**src/rtl/gss_pkg.sv**
```systemverilog
// grid_stencil_sweep package: payload structs, mode codes, coefficients
// no dependencies
package gss_pkg;

	localparam int MaxCols    = 1024;
	localparam int ValueWidth = 32;
	localparam int RowsMax    = 65536;

	localparam logic [1:0] ModeHeat = 2'd0;
	localparam logic [1:0] ModeNine = 2'd1;
	localparam logic [1:0] ModeLife = 2'd2;
	localparam logic [1:0] ModeThru = 2'd3;

	localparam logic [1:0] RegMode = 2'd0;
	localparam logic [1:0] RegCols = 2'd1;
	localparam logic [1:0] RegRows = 2'd2;

	// Q16.16 coefficients
	localparam int CoefHeat   = 8192;
	localparam int CoefCenter = 62915;
	localparam int CoefEdge   = 334;
	localparam int CoefCorner = 321;

	typedef struct packed {
		logic signed [ValueWidth-1:0] cell_value;
		logic                         first_cell;
	} in_item_t;

	typedef struct packed {
		logic signed [ValueWidth-1:0] new_value;
		logic [15:0]                  out_row;
		logic [9:0]                   out_col;
		logic                         last_cell;
	} out_item_t;

endpackage

```
**src/rtl/gss_calc.sv**
```systemverilog
// gss_calc: stencil arithmetic on a 3x3 window, registered products then combinational rounding and select
// depends on gss_pkg
module gss_calc #(
	parameter int W = gss_pkg::ValueWidth
) (
	input  logic                clk,
	input  logic                en,
	input  logic [1:0]          mode,
	input  logic signed [W-1:0] nw, n, ne, wv, c, ev, sw, s, se,
	output logic signed [W-1:0] res
);
	localparam int SW = W + 3;
	localparam int AW = W + 20;
	localparam logic signed [AW-1:0] Hi = AW'((64'sd1 <<< (W - 1)) - 1);
	localparam logic signed [AW-1:0] Lo = ~Hi;

	logic signed [SW-1:0] edges, corners, ctr;
	logic signed [SW-1:0] nsum;
	logic signed [AW-1:0] acc_s1, rnd, q;
	logic [1:0]           mode_s1;
	logic signed [W-1:0]  ctr_s1;
	logic                 life1_s1;
	logic signed [W-1:0]  life_s1;

	function automatic logic life1_next(logic signed [W-1:0] cv, logic signed [SW-1:0] ns);
		if (cv == 1) return ns == 2 || ns == 3;
		return ns == 3;
	endfunction

	// sums of neighbors
	always_comb begin
		edges   = SW'(n) + SW'(s) + SW'(ev) + SW'(wv);
		corners = SW'(nw) + SW'(ne) + SW'(sw) + SW'(se);
		ctr     = SW'(c);
		nsum    = edges + corners;
	end

	// stage 1: products into an exact accumulator, life rule
	always_ff @(posedge clk) begin
		if (en) begin
			mode_s1 <= mode;
			ctr_s1  <= c;
			if (mode == gss_pkg::ModeHeat)
				acc_s1 <= AW'(32'sd8192) * AW'(edges - (ctr <<< 2))
					+ (AW'(ctr) <<< 16);
			else
				acc_s1 <= AW'(32'sd62915) * AW'(ctr) + AW'(32'sd334) * AW'(edges)
					+ AW'(32'sd321) * AW'(corners);
			life1_s1 <= (c == 1) ? (nsum == 2 || nsum == 3)
				: (c == 0 && nsum == 3);
			life_s1 <= ((c == 1) || (c == 0 && nsum == 3)) ? W'(life1_next(c, nsum)) : c;
		end
	end

	// round half up, saturate, select
	always_comb begin
		rnd = acc_s1 + AW'(32768);
		q   = rnd >>> 16;
		case (mode_s1)
			gss_pkg::ModeHeat, gss_pkg::ModeNine:
				res = (q > Hi) ? Hi[W-1:0] : (q < Lo) ? Lo[W-1:0] : q[W-1:0];
			gss_pkg::ModeLife: res = life1_s1 || (ctr_s1 == 1) || (ctr_s1 == 0)
				? life_s1 : ctr_s1;
			default: res = ctr_s1;
		endcase
	end
endmodule

```
**config.mk**
```make
export PLATFORM = sky130hd
export DESIGN_NAME = gss_calc
export DESIGN_NICKNAME = d
export VERILOG_FILES = /design/src/rtl/gss_pkg.sv /design/src/rtl/gss_calc.sv
export SDC_FILE = /design/constraint.sdc
export NUM_CORES = 2
export LEC_CHECK = 0
export BUFFER_PORTS_ARGS = -buffer_cell sky130_fd_sc_hd__buf_4
export CAP_MARGIN = 20
export CELL_PAD_IN_SITES_DETAIL_PLACEMENT = 1
export CELL_PAD_IN_SITES_GLOBAL_PLACEMENT = 2
export CORE_ASPECT_RATIO = 1.75
export CORE_MARGIN = 4
export CORE_UTILIZATION = 40
export CTS_BUF_LIST = sky130_fd_sc_hd__clkbuf_8
export CTS_CLUSTER_SIZE = 25
export DETAILED_ROUTE_END_ITERATION = 10
export GPL_TIMING_DRIVEN = 0
export PLACE_DENSITY_LB_ADDON = 0.05
export SLEW_MARGIN = 20
export SYNTH_ARGS = -nofsm -noshare
export SYNTH_HDL_FRONTEND = slang
export SYNTH_SLANG_ARGS = --single-unit
```
**constraint.sdc**
```tcl
create_clock -name clk -period 19.03 [get_ports clk]
set_clock_uncertainty 0.05 [all_clocks]
set_input_delay 2.8545 -clock clk [delete_from_list [all_inputs] [get_ports clk]]
set_output_delay 2.8545 -clock clk [all_outputs]
set_load 0.005 [all_outputs]
```
==> results.py <==
metrics = {
    "cts": {
        "tritoncts": "yes",
        "postCtsSetupRepairBufs": 0,
        "numClockSinks": 103,
        "cts-root-buf": "clkbuf_8",
        "clockBufferDepth": 2,
        "htree_levels": 3,
        "hold_buffers": 0,
        "cts_resized": 0,
        "numCtsBuffers": 9,
        "path_clk_slew_ps": 100,
    },
    "floorplan": {
        "fp.coreArea_um2": 99400,
        "die_h_um": 427,
        "die-area_um2": 105000,
        "floorplan.initialDensity": 0.403,
        "num_rows": 153,
        "io_pins": 324,
        "dieWidth_um": 247,
    },
    "yosys": {
        "avgSynthCellArea_um2": 8.86,
        "synth_top_area_frac": 0.299,
        "synthDistinctLibCells": 103,
        "seq_area_frac_synth": 0.0772,
        "synth_edf_count": 103,
        "yosys.area.top_type": "fa_1",
        "synth_area_leaders": "fa_1 30%, ha_1 21%, inv_1 11%",
        "synthCells": 4518,
        "ys_warn_count": 0,
        "ys_seq_elements": 103,
        "ys.flop_type": "edfxtp_1",
        "async_reset_ff_frac": 0,
        "synth_nets": 6090,
        "syn-cell-area_um2": 40000,
    },
    "routing": {
        "postRouteAntennaNets": 0,
        "wl_per_cell_um": 21.8,
        "wl_met1_um": 48400,
        "wl_met3_um": 2120,
        "routed_wl_um": 135000,
        "drt-pass1-iter-count": 6,
        "met2_length_um": 75600,
        "highest_layer": "met4",
        "vias": 32000,
        "drtIter0Drc": 959,
        "via_per_inst": 5.18,
        "drc": 0,
    },
    "sta": {
        "max_freq_mhz": 56.7,
        "post-route-period-util": 0.927,
        "timing.slew.headroom": 0.226,
        "finalHoldViolations": 0,
        "setup_tns_ps": 0,
        "drv_slew": 0,
        "worst_pin_slew_ps": 1160,
        "period_needed_ps": 17650,
        "rsz0062_at_grt": "no",
        "setup_viol": 0,
    },
    "layout": {
        "nets": 6434,
        "n_fill_cell": 11900,
        "final_layout_size_suffix_gt1_frac": 0.0976,
        "n_antenna_cell": 0,
        "multiInputGateArea_um2": 32400,
        "seqCellArea_um2": 3090,
        "area_growth_pct": 11.2,
    },
    "grt": {
        "grt_pass1_wl_um": 203000,
        "grt_max_degree": 104,
        "grt_usage": 0.254,
        "grt_overflow_total": 0,
        "grt_pass1_vias": 35400,
        "antenna_found_initial": 0,
    },
    "critical_path": {
        "path_delay_family": "adder cells",
        "crit_buf_inv": 10,
        "crit_required_ps": 19070,
        "start_kind": "primary input",
        "slowest_delay_ps": 860,
        "worst_path_max_delay_cell": "a2111oi_1",
        "path_class": "in -> reg",
        "cp_max_fo": 6,
        "endpoint_kind": "flop",
        "arrival_ps": 17690,
    },
    "run_status": {
        "status": "finished, final reports clean",
    },
    "placement": {
        "gp_congestion": 0.890,
        "dp_hpwl_um": 122000,
        "port_buffers": 323,
    },
    "worst_hold_path": {
        "hold_class": "in -> reg",
    },
    "job": {
        "maxCapViolCount": 0,
    },
}
==> layout by cell type (no fill, tap or decap), types with 25 or more instances in the layout <==
| cell | netlist | layout |
|---|---|---|
| nor2b_1 | 29 | 29 |
| xor2_1 | 93 | 89 |
| xnor2_1 | 146 | 132 |
| and3_1 | 51 | 51 |
| fa_1 | 599 | 599 |
| o21ai_0 | 140 | 140 |
| nand2_1 | 269 | 269 |
| nor3_1 | 49 | 49 |
| nand4_1 | 27 | 27 |
| o21a_1 | 37 | 37 |
| and2_1 | 28 | 28 |
| ha_1 | 681 | 681 |
| a21oi_1 | 202 | 202 |
| nand2b_1 | 38 | 38 |
| clkbuf_1 | 39 | 39 |
| a21o_1 | 91 | 91 |
| a31oi_1 | 35 | 35 |
| nor2_1 | 185 | 185 |
| o211ai_1 | 25 | 25 |
| nand3_1 | 69 | 69 |
| edfxtp_1 | 103 | 103 |
| nor2_2 | 30 | 30 |
| inv_1 | 1167 | 1168 |
| buf_4 | 0 | 324 |
| o31ai_1 | 27 | 27 |
==> Yosys cell counts (28+ instances only) <==
cell and number:
nor2_1 185, clkbuf_1 39, a31oi_1 35, nand2b_1 38, ha_1 681, a21oi_1 202
edfxtp_1 103, fa_1 599, xor2_1 93, nor3_1 49, and2_1 28, and3_1 51
nand3_1 69, o21ai_0 140, inv_1 1167, nor2b_1 29, nand2_1 269, a21o_1 91
nor2_2 30, xnor2_1 146, o21a_1 37
==> final timing paths <==
kind    start    endpoint  cells past startpoint
max      n[1]  acc_s1[50]                     52
min   mode[0]  mode_s1[0]                      1
==> kinds of logic (layout without fill, tap and decap cells) <==
logic type / after synthesis / in the layout / synth area share
buf+inv: 1231 / 1580 / 0.117
flops: 103 / 103 / 0.0772
compound gates: 761 / 761 / 0.126
mux: 12 / 12 / 0.00316
simple gates: 881 / 881 / 0.109
xor+xnor: 242 / 242 / 0.0535
fa+ha+maj: 1288 / 1288 / 0.514
==> through the flow <==
stage               hold slack (ps)  setup slack (ps)  cell area [µm²]   util  instances
finish                         2610              1380            44500  0.448       6184
global route                   2590               508            44500  0.448       6184
CTS                            2600              1260            44500  0.448       6184
detailed placement             3000               879            44400  0.447       6168
global placement               3000               682            44100  0.444       6158
floorplan                      2900              3800            40000      -       4518
==> routing by layer <==
layer	vias to the layer above	track usage
met4	0	0.123
met1	16200	0.268
met5	-	0
li1	15300	-
met3	160	0.0126
met2	387	0.504
==> layout make-up <==
cell class                      instances  share of cell area
Multi-Input combinational cell       3184               0.728
Buffer                                 60             0.00612
Sequential cell                       103              0.0694
Timing Repair Buffer                  333              0.0569
Clock inverter                          7            0.000702
Inverter                             1171              0.0987
Tap cell                             1317              0.0370
Clock buffer                            9             0.00278
==> state kept, by name (all words and copies together), names as in the netlist <==
name and flops:
life1_s1 1, life_s1 32, mode_s1 2, acc_s1 36, ctr_s1 32
Power is not shown: default switching activity piles up to over one toggle a cycle in this logic, so the estimate is an artifact.
