$ cat config.mk
export PLATFORM = sky130hd
export DESIGN_NAME = gss_col_cell
export DESIGN_NICKNAME = d
export VERILOG_FILES = /design/src/rtl/gss_col_cell.sv
export SDC_FILE = /design/constraint.sdc
export NUM_CORES = 1
export LEC_CHECK = 0
export BUFFER_PORTS_ARGS = -buffer_cell sky130_fd_sc_hd__buf_2
export CAP_MARGIN = 20
export CORE_MARGIN = 2
export CORE_UTILIZATION = 45
export DETAILED_ROUTE_END_ITERATION = 10
export PLACE_DENSITY_LB_ADDON = 0.1
export SLEW_MARGIN = 15
export SYNTH_ARGS = -nofsm -noshare
export SYNTH_HDL_FRONTEND = slang
export SYNTH_SLANG_ARGS = --single-unit
$ cat constraint.sdc
create_clock -name clk -period 1.2 [get_ports clk]
set_clock_uncertainty 0.2 [all_clocks]
set_input_delay 0.06 -clock clk [delete_from_list [all_inputs] [get_ports clk]]
set_output_delay 0.06 -clock clk [all_outputs]
set_load 0.01 [all_outputs]
$ cat src/rtl/gss_col_cell.sv
// gss_col_cell: one column of the 3x3 window, shifts to its neighbor each item
// depends on nothing but its parameter
module gss_col_cell #(
	parameter int W = 32
) (
	input  logic         clk,
	input  logic         arst_n,
	input  logic         adv,
	input  logic [W-1:0] up_in,
	input  logic [W-1:0] mid_in,
	input  logic [W-1:0] low_in,
	output logic [W-1:0] up,
	output logic [W-1:0] mid,
	output logic [W-1:0] low
);
	// column register, loaded from its right neighbor
	always_ff @(posedge clk or negedge arst_n) begin
		if (!arst_n) begin
			up  <= '0;
			mid <= '0;
			low <= '0;
		end else if (adv) begin
			up  <= up_in;
			mid <= mid_in;
			low <= low_in;
		end
	end
endmodule

==> results.ini, run 1 <==
[final_layout]
fill_cells=539
stdcell_area_mm2=0.00612
fin_util_pct=74.9
drive_gt1_share_pct=62.0
layout.cells.non_filler=621
syn2layout_area_growth_pct=62.7
antennaDiodeCount=0
num-nets-final=611

[routing]
drt_pre_antenna_iters=4
drcViolationCount=0
drtIter0Drc=72
ant_nets=0
via_count=2940
wl_per_cell_um=16.0
routed_wl_um=9960
viasPerCell=4.73

[setup_path]
setup.worst_path.start=low[19]
slowest_stage=dfrtp_1
path_buf_inv=1
cp_top_family=flip-flops
required_ns=0.94
r2r_start=up[11]
worstPathCellList=buf_2
critical_path_arrival_ns=0.90
critPathMaxStageDelay_ns=0.40
cp_max_fo=2
setup.worst_path.class=reg2out
endpoint_kind=output pin
start_kind=register

[logic_synthesis]
yosys_warnings=0
yosys-top-cells-area=dfrtp_1 (64%), mux2_2 (17%), mux2_4 (16%)
synth_most_common_cell=dfrtp_1
ys_async_sr_fraction_pct=100
synth-edff-count=0
avgSynthCellArea_um2=18.5
synth_ff_type=dfrtp_1
synth_area_leader_cell=dfrtp_1
synthesis.area_mm2=0.00376
synthCells=203
seq_area_frac_synth_pct=63.8
synth.top_cells.by_count=dfrtp_1 (96), mux2_2 (56), mux2_4 (40)
synth_top_area_share_pct=63.8
ys_types=7
synthesis.nets=302
synth_seq_cells=96

[power]
p_int_uw=5700
finalPower_uw=7560
leakagePower_uw=0.00305
p_per_area_mw_per_mm2=1230
p_sw_share_pct=24.7
clkPwrFrac_pct=29.3
peakVddDrop_mv=0.877
switching_power_uw=1860
combPwrFrac_pct=21.5
pwr-share-seq_pct=49.3

[run_status]
violations=negative hold slack
status=finished, violations left

[clocking]
clockBufferDepth=2
cts_resized=0
cts-root-buf=clkbuf_8
numCtsBuffers=9
cts_tree=built
hold_buffers=97
clk_pin_slew_ns=0.09
clock_latency_ns=0.34
htreeDepth=3
cts_num_sinks=96

[job]
max-cap-violations=0

[placement]
port_buffers=194
placedCellCount=502
dpl.hpwl_um=6280
gp_congestion=0.788
preCtsSetupSlack_ns=0.0446
dpl_cell_area_mm2=0.00490

[grt]
grt_overflow=0
grt_pass1_wl_um=15100
grt.total_usage_pct=22.0
grt_pass1_vias=3109
grt_max_degree=33
antenna_found_initial=0

[floorplan]
rows=33
die_area_mm2=0.00911
die_w_um=95.5
core_area_mm2=0.00818
initial_utilization_pct=46.1
pin_count=195
die_h_um=95.5

[timing]
worst_pin_slew_ns=0.306
finalHoldViolations=17
drv_slew=0
whs_ns=-0.0616
max_freq_mhz=861
period_needed_ns=1.16
post-route-period-util_pct=96.8
maxSlewHeadroom_pct=79.6
rsz0062_at_grt=true
setup_ws_ns=0.0381
setup_violations=0

[hold_path]
hold_path_class=in2async

-- flip-flops by register name, summed over array words and instances, names as in the netlist --
| signal | count |
|---|---|
| mid | 32 |
| up | 32 |
| low | 32 |
-- per-stage QoR --
| step | setup TNS (ns) | hold slack [ns] |
|---|---|---|
| 2_1_floorplan | 0 | -0.436 |
| 3_3_place_gp | 0 | -0.226 |
| 3_5_place_dp | 0 | -0.225 |
| 4_1_cts | 0 | -0.0751 |
| 5_1_grt | -0.0247 | -0.0416 |
| 6_report | 0 | -0.0616 |
-- power groups by stage --
| stage | Clock [µW] | Combinational [µW] | Sequential (µW) |
|---|---|---|---|
| floorplan | 0 | 515 | 3940 |
| global placement | 0 | 1310 | 3770 |
| detailed placement | 0 | 1330 | 3780 |
| CTS | 2280 | 1590 | 3720 |
| global route | 2420 | 1740 | 3760 |
| finish | 2210 | 1620 | 3730 |
-- area by class of cell --
type | instances | area (µm²) | area share, %
Multi-Input combinational cell | 96 | 1230 | 20.1
Tap cell | 105 | 131 | 2.15
Clock inverter | 3 | 67.6 | 1.10
Clock buffer | 12 | 135 | 2.21
Timing Repair Buffer | 309 | 2160 | 35.2
Sequential cell | 96 | 2400 | 39.2
-- per-layer routing --
layer | wire length (µm) | part of all wire (%) | global-route usage [%] | up-vias
met2 | 5030 | 50 | 36.9 | 140
met5 | 0 | 0 | 0 | -
met3 | 676 | 6.8 | 6.25 | 41
met4 | 396 | 4.0 | 11.5 | 0
met1 | 3860 | 39 | 25.8 | 1433
li1 | - | - | - | 1326
-- final timing paths --
| kind | endpoint | slack [ns] | cells past startpoint |
|---|---|---|---|
| max | low[19] | 0.04 | 1 |
| min | mid[31] | -0.06 | 2 |
| max reg2reg | up[11] | 0.09 | 2 |
| min reg2reg | mid[12] | 0.31 | 1 |
| max in group asynchronous | mid[3] | 0.39 | 3 |
| min in group clk | low[27] | 0.05 | 3 |
-- layout by cell type (no fill, tap or decap), drive strengths merged --
master and count:
dlygate4sd3 97, bufinv 2, buf 212, dfrtp 96, clkinvlp 1, mux2 96
clkbuf 12
-- kinds of logic (layout without fill, tap and decap cells) --
family | count (synthesis) | after routing | synth area share, %
DFF | 96 | 96 | 63.8
muxes | 96 | 96 | 32.7
buffers and inverters | 11 | 324 | 3.49
-- timing repair --
item                                   in CTS  in global routing
buffers inserted                            0                  7
endpoints found under the hold margin     192                 17
setup endpoints to repair                   0                  9
Power figures use the tool's default switching activity.
==> run 2, diff against run 1 <==
Settings changed: RECOVER_POWER set to 100.
==> results.ini, run 2 (synthesized netlist as in run 1, its figures left out) <==
[run_status]
status=completed

[timing]
post-route-period-util_pct=96.9
drv_slew=0
rsz0062_at_grt=true
maxSlewHeadroom_pct=62.6
setup_ws_ns=0.0367
max_freq_mhz=860
worst_pin_slew_ns=0.561
period_needed_ns=1.16
setup_violations=0
finalHoldViolations=0

[routing]
drt_pre_antenna_iters=4
via_count=2907
viasPerCell=4.68
routed_wl_um=9850
ant_nets=0
drtIter0Drc=63
wl_per_cell_um=15.9
drcViolationCount=0

[final_layout]
final-seq-area_mm2=0.00240
antennaDiodeCount=0
layout_common_cells=buf_2 (115), dlygate4sd3_1 (97), dfrtp_1 (96)
fill_cells=593
reg_top3=low (32), mid (32), up (32)
mostFrequentLayoutCell=buf_2
num-nets-final=611
layout.cells.non_filler=621
syn2layout_area_growth_pct=58.8
drive_gt1_share_pct=54.3
multi_input_area_mm2=0.00111

[setup_path]
critPathMaxStageDelay_ns=0.41
worst-path-stages=1
cp-endpoint=low[16]
r2r_start=up[11]
slowest_stage=dfrtp_1
start_kind=register
r2r_end=up[11]
r2r_setup_slack_ns=0.08
setup.worst_path.start=low[16]
cp_max_fo=2
path_buf_inv=1
worstPathCellList=buf_2
cp_top_family=flip-flops
setup.worst_path.class=reg2out
r2r_cells=2
critical_path_arrival_ns=0.90
endpoint_kind=output pin
required_ns=0.94

[placement]
port_buffers=194
gp_congestion=0.788
dpl.hpwl_um=6280
preCtsSetupSlack_ns=0.0446
placedCellCount=502

[power]
leakagePower_uw=0.00291
p_sw_share_pct=24.9
combPwrFrac_pct=20.1
switching_power_uw=1850
clkPwrFrac_pct=29.8
peakVddDrop_mv=0.876
pwr-share-seq_pct=50.1
p_per_area_mw_per_mm2=1240
p_int_uw=5590

[floorplan]
die_w_um=95.5
die_h_um=95.5
core_area_mm2=0.00818
rows=33
initial_utilization_pct=46.1
pin_count=195
die_area_mm2=0.00911

[grt]
grt_pass1_vias=3109
grt_pass1_wl_um=15100
grt_overflow=0
grt_max_degree=33
grt.total_usage_pct=22.0
antenna_found_initial=0

[clocking]
cts-root-buf=clkbuf_8
cts_num_sinks=96
cts_tree=built
clk_pin_slew_ns=0.09
cts_resized=0
clock_latency_ns=0.34
numCtsBuffers=9
clockBufferDepth=2
hold_buffers=97
htreeDepth=3

[hold_path]
hold_path_class=in2async

[job]
max-cap-violations=0

==> run 2: cell types whose count changed in the layout (fill, tap and decap cells not counted), sizes merged <==
cell,change
buf,-87
clkbuf,+87
==> run 2: power by group through the flow <==
stage	combinational [µW]	sequential, µW	clock, µW
floorplan	515	3940	0
global placement	1310	3770	0
detailed placement	1330	3780	0
CTS	1590	3720	2280
global route	1620	3770	2420
finish	1500	3730	2210
==> run 2: cell type report <==
type | count | share of cell area [%]
well taps | 105 | 2.20
clock buffers | 12 | 2.26
multi-input cells | 96 | 18.5
clock inverters | 3 | 1.13
repair buffers | 309 | 35.7
flip-flops and latches | 96 | 40.2
==> run 2: repair_timing <==
action	CTS	global route
setup buffers	0	7
endpoints found under the hold margin	192	17
endpoints found under the setup margin	0	9
==> run 2: how the worst min path moves through the flow <==
stage / startpoint / endpoint / slack (ns) / cells past startpoint
floorplan: arst_n / low[0] / -0.44 / 0
global placement: arst_n / up[5] / -0.23 / 1
detailed placement: arst_n / mid[27] / -0.23 / 1
CTS: arst_n / mid[31] / -0.08 / 2
global route: adv / up[8] / 0.04 / 3
finish: arst_n / mid[31] / 0.02 / 2
==> run 2: worst register-to-register path, stage by stage, from the launching register on <==
cell,delay (ns)
dfrtp_1,0.40
clkbuf_4,0.15
mux2_4,0.26
==> run 2: metal layers <==
metal	GRT usage, %	vias to the layer above	share of wire [%]
met2	36.9	127	51
li1	-	1330	-
met5	0	-	0
met3	6.25	33	6.7
met4	11.5	0	3.6
met1	25.8	1417	38
==> run 2: per-stage QoR <==
step | cell area, µm² | hold slack, ns | TNS, ns | utilization (%) | total power, µW
finish | 5980 | 0.0244 | 0 | 73.1 | 7440
global route | 5980 | 0.0438 | -0.177 | 73.1 | 7800
CTS | 6070 | -0.0751 | 0 | 74.3 | 7590
detailed placement | 4900 | -0.225 | 0 | 59.9 | 5110
global placement | 4900 | -0.226 | 0 | 59.9 | 5070
floorplan | 3760 | -0.436 | 0 | - | 4450
==> run 3, diff against run 2 <==
Settings changed: CTS_BUF_LIST set to sky130_fd_sc_hd__clkbuf_16.
==> results.ini, run 3 (synthesized netlist as in run 1, its figures left out) <==
[routing]
via_count=2844
drtIter0Drc=39
wl_met3_um=625
top_layer=met4
wirelength_met1_um=3730
viasPerCell=4.63
ant_nets=0
drt_pre_antenna_iters=4
routed_wl_um=9750
route.met2.wl_um=5180
drcViolationCount=0
wl_per_cell_um=15.9

[clocking]
clockBufferDepth=2
htreeDepth=3
numCtsBuffers=9
cts_num_sinks=96
cts_tree=built
clock_latency_ns=0.33
clk_pin_slew_ns=0.07
cts_resized=0
cts-root-buf=clkbuf_16

[floorplan]
rows=33
initial_utilization_pct=46.1
pin_count=195
die_w_um=95.5
die_h_um=95.5
die_area_mm2=0.00911
core_area_mm2=0.00818

[setup_path]
cp_top_family=flip-flops
cp_max_fo=2
endpoint_kind=output pin
worstPathCellList=clkbuf_2
setup.worst_path.class=reg2out
required_ns=0.94
critPathMaxStageDelay_ns=0.40
start_kind=register
critical_path_arrival_ns=0.86
slowest_stage=dfrtp_1
path_buf_inv=1

[grt]
grt_pass1_wl_um=15100
grt.total_usage_pct=22.0
grt_pass1_vias=3123
antenna_found_initial=0
grt_max_degree=33
grt_overflow=0

[final_layout]
drive_gt1_share_pct=37.9
mostFrequentLayoutCell=dlygate4sd3_1
reg_top3=low (32), mid (32), up (32)
layout_common_cells=dlygate4sd3_1 (97), dfrtp_1 (96), buf_2 (94)
syn2layout_area_growth_pct=56.9
num-nets-final=604
antennaDiodeCount=0

[power]
p_per_area_mw_per_mm2=1360
peakVddDrop_mv=0.992
leakagePower_uw=0.00269

[timing]
maxSlewHeadroom_pct=76.6
rsz0062_at_grt=false
post-route-period-util_pct=93.4
max_freq_mhz=892
drv_slew=0
setup_violations=0
finalHoldViolations=17
whs_ns=-0.0427
worst_pin_slew_ns=0.350
period_needed_ns=1.12
final.setup.tns_ns=0

[job]
max-cap-violations=0

[placement]
dpl.hpwl_um=6280
port_buffers=194
gp_congestion=0.788

[run_status]
violations=negative hold slack
status=finished, violations left

[hold_path]
hold_path_class=in2async

## run 3: cell types whose count changed in the layout (fill, tap and decap cells not counted), moves of 6 or more
cell       delta
clkbuf_16     +9
mux2_4        -6
mux2_1        +6
clkbuf_2     -52
clkbuf_1     +70
clkbuf_8      -9
clkbuf_4      -9
buf_2        -21
## run 3: layout make-up
| cell class | count | area (µm²) |
|---|---|---|
| fill | 646 | 2270 |
| clock inverter | 6 | 78.8 |
| sequential | 96 | 2400 |
| tap | 105 | 131 |
| timing repair buffer | 302 | 1990 |
| multi-input combinational | 96 | 1080 |
| clock buffer | 9 | 225 |
## run 3: layer usage
metal  vias to the layer above  global-route usage [%]
li1                       1321                       -
met1                      1388                    25.7
met2                       117                    38.0
met3                        18                    5.85
met4                         0                    9.64
met5                         -                       0
## run 3: power breakdown
group,internal [µW],switching [µW]
Clock,1790,1120
Sequential,3560,174
Combinational,753,621
Total,6110,1910
## run 3: final timing paths
kind,start,endpoint,slack (ns),depth (start not counted)
min in group clk,adv,low[27],0.08,3
min reg2reg,mid[29],mid[29],0.28,1
max reg2reg,up[11],up[11],0.18,1
max,up[11],up[11],0.08,1
max in group asynchronous,arst_n,mid[20],0.19,3
min,arst_n,mid[31],-0.04,2
## run 3: repair_timing
item | 4_1_cts | 5_1_grt
setup buffers | 0 | 0
hold endpoints to repair | 192 | 0
hold buffers | 97 | 0
## run 3: stage by stage
stage                     instances  utilization [%]  instance area [µm²]  setup WS (ns)  power (µW)
after floorplan                 203                -                 3760          0.143        4450
after global placement          502             59.9                 4900         0.0574        5070
after detailed placement        502             59.9                 4900         0.0446        5110
after CTS                       614             75.5                 6170         0.0521        8300
after global routing            614             72.3                 5910         0.0372        8390
final                           614             72.3                 5910         0.0791        8020
